===== src/rtl/core/grp_pkg.sv =====
package grp_pkg;

    localparam logic OP_WRITE = 1'b0;
    localparam logic OP_QUERY = 1'b1;

    typedef struct packed {
        logic wr;
        logic seed;
        logic rotate;
    } grid_ctl_t;

endpackage


===== src/rtl/core/grp_row_unit.sv =====
module grp_row_unit #(
    parameter int GRID_WIDTH = 9
) (
    input  logic [GRID_WIDTH-1:0] cur_row,
    input  logic [GRID_WIDTH-1:0] above_row,
    input  logic [GRID_WIDTH-1:0] below_row,
    input  logic [GRID_WIDTH-1:0] occ_row,
    input  logic                  first_row,
    input  logic                  last_row,
    output logic [GRID_WIDTH-1:0] row_new,
    output logic                  changed
);

    localparam int SW = $clog2(GRID_WIDTH);

    logic [GRID_WIDTH-1:0] empty;
    logic [GRID_WIDTH-1:0] vert;
    logic [GRID_WIDTH-1:0] seed;
    logic [GRID_WIDTH-1:0] gen_l;
    logic [GRID_WIDTH-1:0] pro_l;
    logic [GRID_WIDTH-1:0] gen_r;
    logic [GRID_WIDTH-1:0] pro_r;

    assign empty = ~occ_row;

    always_comb
    begin
        vert = '0;
        if (!first_row)
        begin
            vert = vert | above_row;
        end
        if (!last_row)
        begin
            vert = vert | below_row;
        end
        seed  = cur_row | (empty & vert);
        gen_l = seed;
        pro_l = empty;
        gen_r = seed;
        pro_r = empty;
        // spread along runs of empty cells in both directions
        for (int i = 0; i < SW; i++)
        begin
            gen_l = gen_l | (pro_l & (gen_l << (1 << i)));
            pro_l = pro_l & (pro_l << (1 << i));
            gen_r = gen_r | (pro_r & (gen_r >> (1 << i)));
            pro_r = pro_r & (pro_r >> (1 << i));
        end
        row_new = gen_l | gen_r;
        changed = (row_new != cur_row);
    end

endmodule


===== src/rtl/core/grp_grid.sv =====
module grp_grid import grp_pkg::*; #(
    parameter int GRID_WIDTH  = 9,
    parameter int GRID_HEIGHT = 9
) (
    input  logic                           clk,
    input  logic                           rst_n,
    input  grid_ctl_t                      ctl,
    input  logic [$clog2(GRID_WIDTH)-1:0]  x_idx,
    input  logic [$clog2(GRID_HEIGHT)-1:0] y_idx,
    input  logic                           wr_occ,
    input  logic [$clog2(GRID_WIDTH)-1:0]  tx_idx,
    input  logic [$clog2(GRID_HEIGHT)-1:0] ty_idx,
    input  logic [GRID_WIDTH-1:0]          row_new,
    output logic [GRID_WIDTH-1:0]          cur_row,
    output logic [GRID_WIDTH-1:0]          above_row,
    output logic [GRID_WIDTH-1:0]          below_row,
    output logic [GRID_WIDTH-1:0]          occ_row,
    output logic                           hit
);

    localparam int YW = $clog2(GRID_HEIGHT);

    logic [GRID_WIDTH-1:0] occ_reg   [GRID_HEIGHT];
    logic [GRID_WIDTH-1:0] reach_reg [GRID_HEIGHT];

    assign cur_row   = reach_reg[0];
    assign below_row = reach_reg[1];
    assign above_row = reach_reg[GRID_HEIGHT-1];
    assign occ_row   = occ_reg[0];
    assign hit       = reach_reg[ty_idx][tx_idx];

    // rotate both maps one row per cycle; slot 0 is the row under work
    always_ff @(posedge clk or negedge rst_n)
    begin
        if (!rst_n)
        begin
            for (int i = 0; i < GRID_HEIGHT; i++)
            begin
                occ_reg[i] <= '0;
            end
        end
        else if (ctl.rotate)
        begin
            for (int i = 0; i < GRID_HEIGHT - 1; i++)
            begin
                occ_reg[i] <= occ_reg[i+1];
            end
            occ_reg[GRID_HEIGHT-1] <= occ_reg[0];
        end
        else if (ctl.wr)
        begin
            occ_reg[y_idx][x_idx] <= wr_occ;
        end
    end

    always_ff @(posedge clk)
    begin
        if (ctl.seed)
        begin
            for (int i = 0; i < GRID_HEIGHT; i++)
            begin
                if (YW'(i) == y_idx)
                begin
                    reach_reg[i] <= GRID_WIDTH'(1) << x_idx;
                end
                else
                begin
                    reach_reg[i] <= '0;
                end
            end
        end
        else if (ctl.rotate)
        begin
            for (int i = 0; i < GRID_HEIGHT - 1; i++)
            begin
                reach_reg[i] <= reach_reg[i+1];
            end
            reach_reg[GRID_HEIGHT-1] <= row_new;
        end
    end

    a_no_write_in_sweep: assert property (@(posedge clk) disable iff (!rst_n)
        ctl.rotate |-> !ctl.wr && !ctl.seed)
        else $error("grid write or seed during sweep");

    a_rotate_keeps_occ: assert property (@(posedge clk) disable iff (!rst_n)
        ctl.rotate |=> occ_reg[GRID_HEIGHT-1] == $past(occ_reg[0]))
        else $error("occupancy row lost in rotation");

    a_seed_marks_start: assert property (@(posedge clk) disable iff (!rst_n)
        ctl.seed |=> reach_reg[$past(y_idx)][$past(x_idx)])
        else $error("start cell not marked");

endmodule


===== src/rtl/core/grid_path_reachability.sv =====
// Four-neighbor reachability on a GRID_WIDTH x GRID_HEIGHT occupancy map (9 x 9 by
// default, all cells empty after reset). A write word (operation 0) sets or clears
// one cell; a write outside the grid is dropped. A query word (operation 1) floods
// from the start cell through empty cells and returns one reachable word; the
// start cell's own occupancy is ignored, and a start or target outside the grid
// answers 0 without a sweep. The flood runs through one shared row unit that
// updates one row per cycle while the map rotates past it, and the sweep repeats
// full row passes until a pass changes nothing (at least one, plus one for each
// row the flood has to climb upward). in_stall is high for the whole query,
// including while its result waits for the output register to drain; a write
// word is accepted while a result is pending.
module grid_path_reachability import grp_pkg::*; #(
    parameter int GRID_WIDTH  = 9,
    parameter int GRID_HEIGHT = 9
) (
    input  logic       clk,
    input  logic       rst_n,
    input  logic       in_valid,
    output logic       in_stall,
    input  logic       operation,
    input  logic [3:0] cell_x,
    input  logic [3:0] cell_y,
    input  logic       occupied,
    input  logic [3:0] target_x,
    input  logic [3:0] target_y,
    output logic       out_valid,
    input  logic       out_stall,
    output logic       reachable
);

    localparam int XW = $clog2(GRID_WIDTH);
    localparam int YW = $clog2(GRID_HEIGHT);
    localparam logic [YW-1:0] LAST_ROW = YW'(GRID_HEIGHT - 1);

    localparam logic [1:0] ST_IDLE   = 2'd0;
    localparam logic [1:0] ST_SWEEP  = 2'd1;
    localparam logic [1:0] ST_FINISH = 2'd2;

    logic [1:0]            state_reg, state_next;
    logic [YW-1:0]         row_reg, row_next;
    logic                  dirty_reg, dirty_next;
    logic                  out_valid_reg, out_valid_next;
    logic [XW-1:0]         tx_reg, tx_next;
    logic [YW-1:0]         ty_reg, ty_next;
    logic                  qok_reg, qok_next;
    logic                  res_reg, res_next;

    logic                  in_accept;
    logic                  start_ok;
    logic                  target_ok;
    grid_ctl_t             ctl;
    logic [GRID_WIDTH-1:0] cur_row;
    logic [GRID_WIDTH-1:0] above_row;
    logic [GRID_WIDTH-1:0] below_row;
    logic [GRID_WIDTH-1:0] occ_row;
    logic [GRID_WIDTH-1:0] row_new;
    logic                  changed;
    logic                  hit;

    assign in_stall  = (state_reg != ST_IDLE);
    assign in_accept = in_valid && !in_stall;
    assign out_valid = out_valid_reg;
    assign reachable = res_reg;

    assign start_ok  = (32'(cell_x) < 32'(GRID_WIDTH)) && (32'(cell_y) < 32'(GRID_HEIGHT));
    assign target_ok = (32'(target_x) < 32'(GRID_WIDTH)) && (32'(target_y) < 32'(GRID_HEIGHT));

    assign ctl.wr     = in_accept && (operation == OP_WRITE) && start_ok;
    assign ctl.seed   = in_accept && (operation == OP_QUERY) && start_ok && target_ok;
    assign ctl.rotate = (state_reg == ST_SWEEP);

    grp_grid #(
        .GRID_WIDTH (GRID_WIDTH),
        .GRID_HEIGHT(GRID_HEIGHT)
    ) u_grid (
        .clk      (clk),
        .rst_n    (rst_n),
        .ctl      (ctl),
        .x_idx    (XW'(cell_x)),
        .y_idx    (YW'(cell_y)),
        .wr_occ   (occupied),
        .tx_idx   (tx_reg),
        .ty_idx   (ty_reg),
        .row_new  (row_new),
        .cur_row  (cur_row),
        .above_row(above_row),
        .below_row(below_row),
        .occ_row  (occ_row),
        .hit      (hit)
    );

    grp_row_unit #(
        .GRID_WIDTH(GRID_WIDTH)
    ) u_row_unit (
        .cur_row  (cur_row),
        .above_row(above_row),
        .below_row(below_row),
        .occ_row  (occ_row),
        .first_row(row_reg == '0),
        .last_row (row_reg == LAST_ROW),
        .row_new  (row_new),
        .changed  (changed)
    );

    always_comb
    begin
        state_next     = state_reg;
        row_next       = row_reg;
        dirty_next     = dirty_reg;
        out_valid_next = out_valid_reg;
        tx_next        = tx_reg;
        ty_next        = ty_reg;
        qok_next       = qok_reg;
        res_next       = res_reg;
        if (out_valid_reg && !out_stall)
        begin
            out_valid_next = 1'b0;
        end
        unique case (state_reg)
            ST_IDLE:
            begin
                if (ctl.seed)
                begin
                    state_next = ST_SWEEP;
                    row_next   = '0;
                    dirty_next = 1'b0;
                    tx_next    = XW'(target_x);
                    ty_next    = YW'(target_y);
                    qok_next   = 1'b1;
                end
                else if (in_accept && (operation == OP_QUERY))
                begin
                    state_next = ST_FINISH;
                    qok_next   = 1'b0;
                end
            end
            ST_SWEEP:
            begin
                if (row_reg == LAST_ROW)
                begin
                    row_next   = '0;
                    dirty_next = 1'b0;
                    if (!(dirty_reg || changed))
                    begin
                        state_next = ST_FINISH;
                    end
                end
                else
                begin
                    row_next   = row_reg + YW'(1);
                    dirty_next = dirty_reg || changed;
                end
            end
            ST_FINISH:
            begin
                if (!out_valid_reg || !out_stall)
                begin
                    res_next       = qok_reg && hit;
                    out_valid_next = 1'b1;
                    state_next     = ST_IDLE;
                end
            end
            default:
            begin
                state_next = ST_IDLE;
            end
        endcase
    end

    always_ff @(posedge clk or negedge rst_n)
    begin
        if (!rst_n)
        begin
            state_reg     <= ST_IDLE;
            row_reg       <= '0;
            dirty_reg     <= 1'b0;
            out_valid_reg <= 1'b0;
        end
        else
        begin
            state_reg     <= state_next;
            row_reg       <= row_next;
            dirty_reg     <= dirty_next;
            out_valid_reg <= out_valid_next;
        end
    end

    always_ff @(posedge clk)
    begin
        tx_reg  <= tx_next;
        ty_reg  <= ty_next;
        qok_reg <= qok_next;
        res_reg <= res_next;
    end

    a_query_starts_sweep: assert property (@(posedge clk) disable iff (!rst_n)
        ctl.seed |=> (state_reg == ST_SWEEP) && (row_reg == '0) && !dirty_reg)
        else $error("valid query did not start a sweep");

    a_sweep_advances: assert property (@(posedge clk) disable iff (!rst_n)
        (state_reg == ST_SWEEP) && (row_reg != LAST_ROW)
        |=> (state_reg == ST_SWEEP) && (row_reg == $past(row_reg) + YW'(1)))
        else $error("sweep left before pass end");

    a_result_from_finish: assert property (@(posedge clk) disable iff (!rst_n)
        $rose(out_valid_reg) |-> $past(state_reg) == ST_FINISH)
        else $error("result loaded outside finish");

    a_finish_clean_pass: assert property (@(posedge clk) disable iff (!rst_n)
        (state_reg == ST_SWEEP) && (state_next == ST_FINISH) |-> !dirty_reg && !changed)
        else $error("sweep ended on a changing pass");

endmodule

===== config.mk =====
export PLATFORM = sky130hd
export DESIGN_NAME = grid_path_reachability
export DESIGN_NICKNAME = d
export VERILOG_FILES = /design/src/rtl/core/grp_pkg.sv /design/src/rtl/core/grp_row_unit.sv /design/src/rtl/core/grp_grid.sv /design/src/rtl/core/grid_path_reachability.sv
export SDC_FILE = /design/constraint.sdc
export NUM_CORES = 1
export LEC_CHECK = 0
export ABC_CLOCK_PERIOD_IN_PS = 5300
export BUFFER_PORTS_ARGS = -buffer_cell sky130_fd_sc_hd__buf_4
export CAP_MARGIN = 20
export CORE_MARGIN = 5
export CORE_UTILIZATION = 30
export DETAILED_ROUTE_END_ITERATION = 10
export GPL_TIMING_DRIVEN = 1
export SYNTH_ARGS = -nofsm -noshare
export SYNTH_HDL_FRONTEND = slang
export SYNTH_SLANG_ARGS = --single-unit

===== constraint.sdc =====
create_clock -name clk -period 5.3 [get_ports clk]
set_input_delay 0.265 -clock clk [delete_from_list [all_inputs] [get_ports clk]]
set_output_delay 0.265 -clock clk [all_outputs]
set_load 0.03 [all_outputs]

==> impl_metrics.yaml, run 1 <==
clocking:
  clk_latency_ps: 440
  clockBufferDepth: 2
  clk_pin_slew_ps: 70
  hold_buffers: 2
  cts_tree: "built"
  cts-root-buf: "clkbuf_16"
  clock_sinks: 184
  cts_made_buffers: 17
  h-tree-depth: 4
  cts_resized: 0
  post-cts-setup-buffer-count: 0
sta:
  timing.fmax_ghz: 0.317
  rsz0062_at_grt: "no"
  clock_skew_ps: 8.07
  finalCriticalPeriod_ps: 3160
  period_share_pct: 59.6
  worst_pin_slew_ps: 1110
  setup_viol: 0
  finalMaxSlewViolations: 0
  maxSlewHeadroom_pct: 25.8
  whs_ps: 17.4
  setup-tns-final_ps: 0
  final_hold_viol_count: 0
floorplanning:
  dieHeight_um: 194
  initial_utilization_pct: 30.4
  core_area_um2: 33500
  die-area_um2: 37700
  rows: 67
  ios: 25
  die_w_um: 194
power:
  peakVddDrop_mv: 0.274
  total_power_mw: 4.75
  power.density_nw_per_um2: 419
  power.leakage_nw: 4.02
drt:
  wl_per_cell_um: 19.1
  drt_pre_antenna_iters: 5
  ant_nets: 0
  drt-total-wl_mm: 28.2
  vias: 7851
  dr.first_iter.drc_count: 719
  drc: 0
  vias_per_cell: 5.31
global_route:
  grt_overflow_total: 0
  grt_pass1_wl_mm: 44.9
  grt_pass1_vias: 7560
  antenna_found_initial: 1
  grt_use_total_pct: 14.9
  grt_max_degree: 235
hold_path:
  hp-class: "in -> reg"
final_layout:
  final_cell_area_um2: 11300
  largest_reg_flops: 81
  final_util_pct: 33.8
  layout-drive-gt1-share_pct: 10.3
  fin_nets: 1040
  area_growth_pct: 11.3
placed_design:
  portBuffers: 24
  gp_congestion: 0.891
  place_area_um2: 10700
  dpl.hpwl_mm: 19.5
critical_path:
  endpoint_kind: "flop"
  crit_family: "simple AND/OR/NAND/NOR gates"
  cp-start-kind: "flop"
  required_ps: 5450
  cp_cell_sequence: "nor2_1 -> and3_1 -> nand2_1 -> or3_1 -> buf_4 -> a21oi_1 -> o21ai_0"
  slowest_delay_ps: 700
  cp.arrival_ps: 3310
  crit_type: "reg -> reg"
  crit_buf_inv: 1
  cp_max_fo: 22
  crit_slowest_cell: "a21oi_1"
synth:
  ys_async_sr_fraction_pct: 48.4
  ys_warn_count: 0
  ys.flop_type: "edfxtp_1"
  syn_area_um2: 10200
  synth_top_area_share_pct: 26.8
  syn_nets: 1057
  ys_types: 71
  synth_cells: 1033
  yosysSeqAreaShare_pct: 49.5
  synth_top_area_cell: "edfxtp_1"
  synth_edf_count: 91
  ys_ff_latch: 184
  syn_avg_cell_area_um2: 9.86
  synthTopCellsByArea: "edfxtp_1, dfrtp_1, nand2_1"
outcome:
  status: "complete, no violations"
flow_run:
  cap_violations: 0
-- cell usage in the layout, fill, tap and decap left out, types with 4 or more instances in the layout --
master	count
a21oi_1	19
buf_4	27
clkbuf_1	4
clkbuf_16	19
dfrtp_1	89
dfxtp_1	4
edfxtp_1	91
inv_1	13
mux2_1	4
mux2i_1	83
mux4_2	25
nand2_1	240
nand2b_1	10
nand3_1	8
nor2_1	51
nor2b_1	7
nor3_1	44
nor4_1	5
o21a_1	5
o21ai_0	163
o21ai_1	5
o21ba_2	7
o22ai_1	10
o31ai_1	6
or3b_1	7
-- cells by family (layout without fill, tap and decap cells) --
family | after synthesis | count (layout) | synth area share, %
muxes | 116 | 116 | 14.6
buffers and inverters | 80 | 76 | 3.30
other | 0 | 1 | 0
DFF | 184 | 184 | 49.5
xor gates and xnor gates | 1 | 1 | 0.0860
AOI/OAI and AO/OA | 256 | 256 | 15.4
and+or+nand+nor | 394 | 394 | 16.9
adders and majority gates | 2 | 2 | 0.246
-- cells in the mapped netlist, drive strengths merged (5+ instances only) --
cell type and n:
nand2 240, o21ai 168, edfxtp 91, dfrtp 89, mux2i 83, clkbuf 56
nor2 51, nor3 46, mux4 25, a21oi 19, o22ai 15, inv 13
buf 11, nand2b 10, mux2 8, nand3 8, nor2b 8, or3b 8
o21ba 7, o31ai 6, nor4 5, o21a 5
-- layout make-up --
type | instances | area (um^2)
Fill cell | 3489 | 22200
Sequential cell | 184 | 5040
Multi-Input combinational cell | 769 | 4820
Tap cell | 448 | 561
Clock buffer | 24 | 504
Timing Repair Buffer | 31 | 270
Clock inverter | 8 | 90.1
Inverter | 13 | 48.8
Antenna cell | 1 | 2.50
-- stage by stage --
stage / setup WS [ps] / instances
global route: 1880 / 1478
finish: 2140 / 1478
CTS: 2160 / 1476
floorplan: 2670 / 1033
global placement: 2140 / 1442
detailed placement: 2170 / 1442
-- power breakdown --
part	internal [mW]	switching [mW]	total, mW	leakage [nW]
Sequential	1.90	0.342	2.24	2.02
Clock	0.759	0.541	1.30	0.291
Combinational	0.502	0.702	1.20	1.71
-- final timing paths --
kind	startpoint	end	slack [ps]	cells past startpoint
min in group asynchronous	rst_n	u_grid.occ_reg[34]	260	2
max in group asynchronous	rst_n	u_grid.occ_reg[48]	3840	3
worst min register to register	ty_reg[3]	flop	440	2
worst max-delay path	state_reg[1]	u_grid.reach_reg[2][8]	2140	7
worst min-delay path	target_x[0]	tx_reg[0]	20	1
worst max register to register	state_reg[1]	u_grid.reach_reg[2][8]	2140	7
-- per-layer routing --
metal	track usage, %	vias up	part of all wire, %
met5	0	-	0
met4	4.01	0	2.0
met3	2.88	42	5.7
met2	23.2	236	47
met1	21.3	3869	45
li1	-	3704	-
Power figures use the tool's default switching activity.
==> run 2: changes to the inputs <==
Settings changed: ABC_CLOCK_PERIOD_IN_PS 5300 to 3080.
Clock period 5.3 ns to 3.08 ns, I/O delays scaled along.
==> impl_metrics.yaml, run 2 (synthesized netlist as in run 1, its figures left out) <==
outcome:
  status: "complete, no violations"
drt:
  vias_per_cell: 5.37
  drt_pre_antenna_iters: 5
  wl_per_cell_um: 19.5
  drt-total-wl_mm: 29.9
  dr.first_iter.drc_count: 909
  drc: 0
  vias: 8243
  ant_nets: 0
sta:
  fin_ws_ps: 133
  finalMaxSlewViolations: 0
  finalCriticalPeriod_ps: 2950
  period_share_pct: 95.7
  setup_viol: 0
  timing.fmax_ghz: 0.339
  final_hold_viol_count: 0
  whs_ps: 256
  maxSlewHeadroom_pct: 43.3
  clock_skew_ps: 12.5
  worst_pin_slew_ps: 851
critical_path:
  crit_family: "compound AO/OA/AOI/OAI gates"
  crit_buf_inv: 1
  required_ps: 3400
  slowest_delay_ps: 410
  crit_slowest_cell: "dfrtp_1"
  cp_cell_sequence: "inv_1 -> ha_4 -> or3b_1 -> o22ai_4 -> nand2_1 -> o21ai_0 -> o221ai_1 -> a2111oi_2 -> nand3_1 -> o41a_1"
  cp.arrival_ps: 3270
  r2r_slack_ps: 130
  cp-start-kind: "flop"
  endpoint_kind: "flop"
  crit_type: "reg -> reg"
  cp_max_fo: 11
floorplanning:
  rows: 67
  core_area_um2: 33500
  initial_utilization_pct: 30.4
  dieHeight_um: 194
  die-area_um2: 37700
  die_w_um: 194
  ios: 25
global_route:
  grt_max_degree: 165
  grt_pass1_wl_mm: 46.5
  grt_pass1_vias: 7815
  grt_use_total_pct: 15.5
  grt_overflow_total: 0
  antenna_found_initial: 2
placed_design:
  portBuffers: 24
  dpl.hpwl_mm: 20.8
  placed_cells: 1489
  gp_congestion: 0.893
  post-place-ws_ps: 72.4
final_layout:
  largest_reg_flops: 81
  final_cells: 1536
  area_growth_pct: 16.8
  final_common_cell: "nand2_1"
  fin_nets: 1098
  layout_common_cells: "nand2_1, o21ai_0, edfxtp_1"
  layout-drive-gt1-share_pct: 15.2
clocking:
  cts_made_buffers: 17
  h-tree-depth: 4
  clock_sinks: 184
  cts-root-buf: "clkbuf_16"
  clk_pin_slew_ps: 70
  cts_tree: "built"
  clockBufferDepth: 2
  clk_latency_ps: 440
power:
  peakVddDrop_mv: 0.423
  total_power_mw: 8.68
  power.density_nw_per_um2: 729
  power.leakage_nw: 4.33
flow_run:
  cap_violations: 0
hold_path:
  hp-class: "in -> reg"
run 2: cell count changes in the layout (fill, tap and decap cells not counted), sizes merged:
cell         previous run  this run
bufinv                  2         4
dlygate4sd3             2        10
buf                    29        79
inv                    13        17
clkbuf                 24        18
run 2: cell type report:
class	count	area (um^2)
Fill cell	3386	21600
Sequential cell	184	5040
Multi-Input combinational cell	769	4870
Timing Repair Buffer	89	756
Tap cell	448	561
Clock buffer	18	429
Clock inverter	14	194
Inverter	13	48.8
Antenna cell	1	2.50
run 2: metal layers:
layer / track usage [%] / routed length [um] / vias to the layer above
li1: - / - / 3806
met1: 22.5 / 13800 / 4104
met2: 23.4 / 13700 / 284
met3: 3.08 / 1780 / 47
met4: 5.00 / 658 / 2
met5: 0 / 13 / -
run 2: metrics by stage:
stage | setup TNS (ps) | cell area (um^2) | utilization (%)
finish | 0 | 11900 | 35.5
global route | -15.9 | 11900 | 35.5
CTS | 0 | 11800 | 35.2
detailed placement | 0 | 11100 | 33.1
global placement | 0 | 11100 | 33.1
floorplan | 0 | 10200 | -
run 2: final timing paths:
kind / startpoint / endpoint / cells past startpoint
min in group asynchronous: rst_n / u_grid.occ_reg[25] / 2
worst max register to register: row_reg[1] / state_reg[0] / 10
worst min-delay path: cell_x[2] / u_grid.occ_row[0] / 5
max in group asynchronous: rst_n / row_reg[3] / 3
worst min register to register: ty_reg[3] / flop / 2
worst max-delay path: row_reg[1] / state_reg[0] / 10
run 2: worst reg2reg max path: cells and delay by family (launching register included):
family	cells	cell delay, ps
fa+ha+maj	1	200
buf+inv	1	120
simple gates	3	730
compound gates	5	1390
flops	1	410
run 2: report_power, final:
part           internal, mW  switching [mW]  total, mW  leakage, nW
Sequential             3.27           0.483       3.75         2.02
Clock                  1.37            1.00       2.37        0.305
Combinational          1.08            1.47       2.55         2.01
run 2: timing repair:
item / 4_1_cts / 5_1_grt
hold endpoints to repair: 60 / 0
buffers inserted: 0 / 4
gates resized for setup: 0 / 8
hold buffers: 10 / 0
endpoints found under the setup margin: 0 / 6
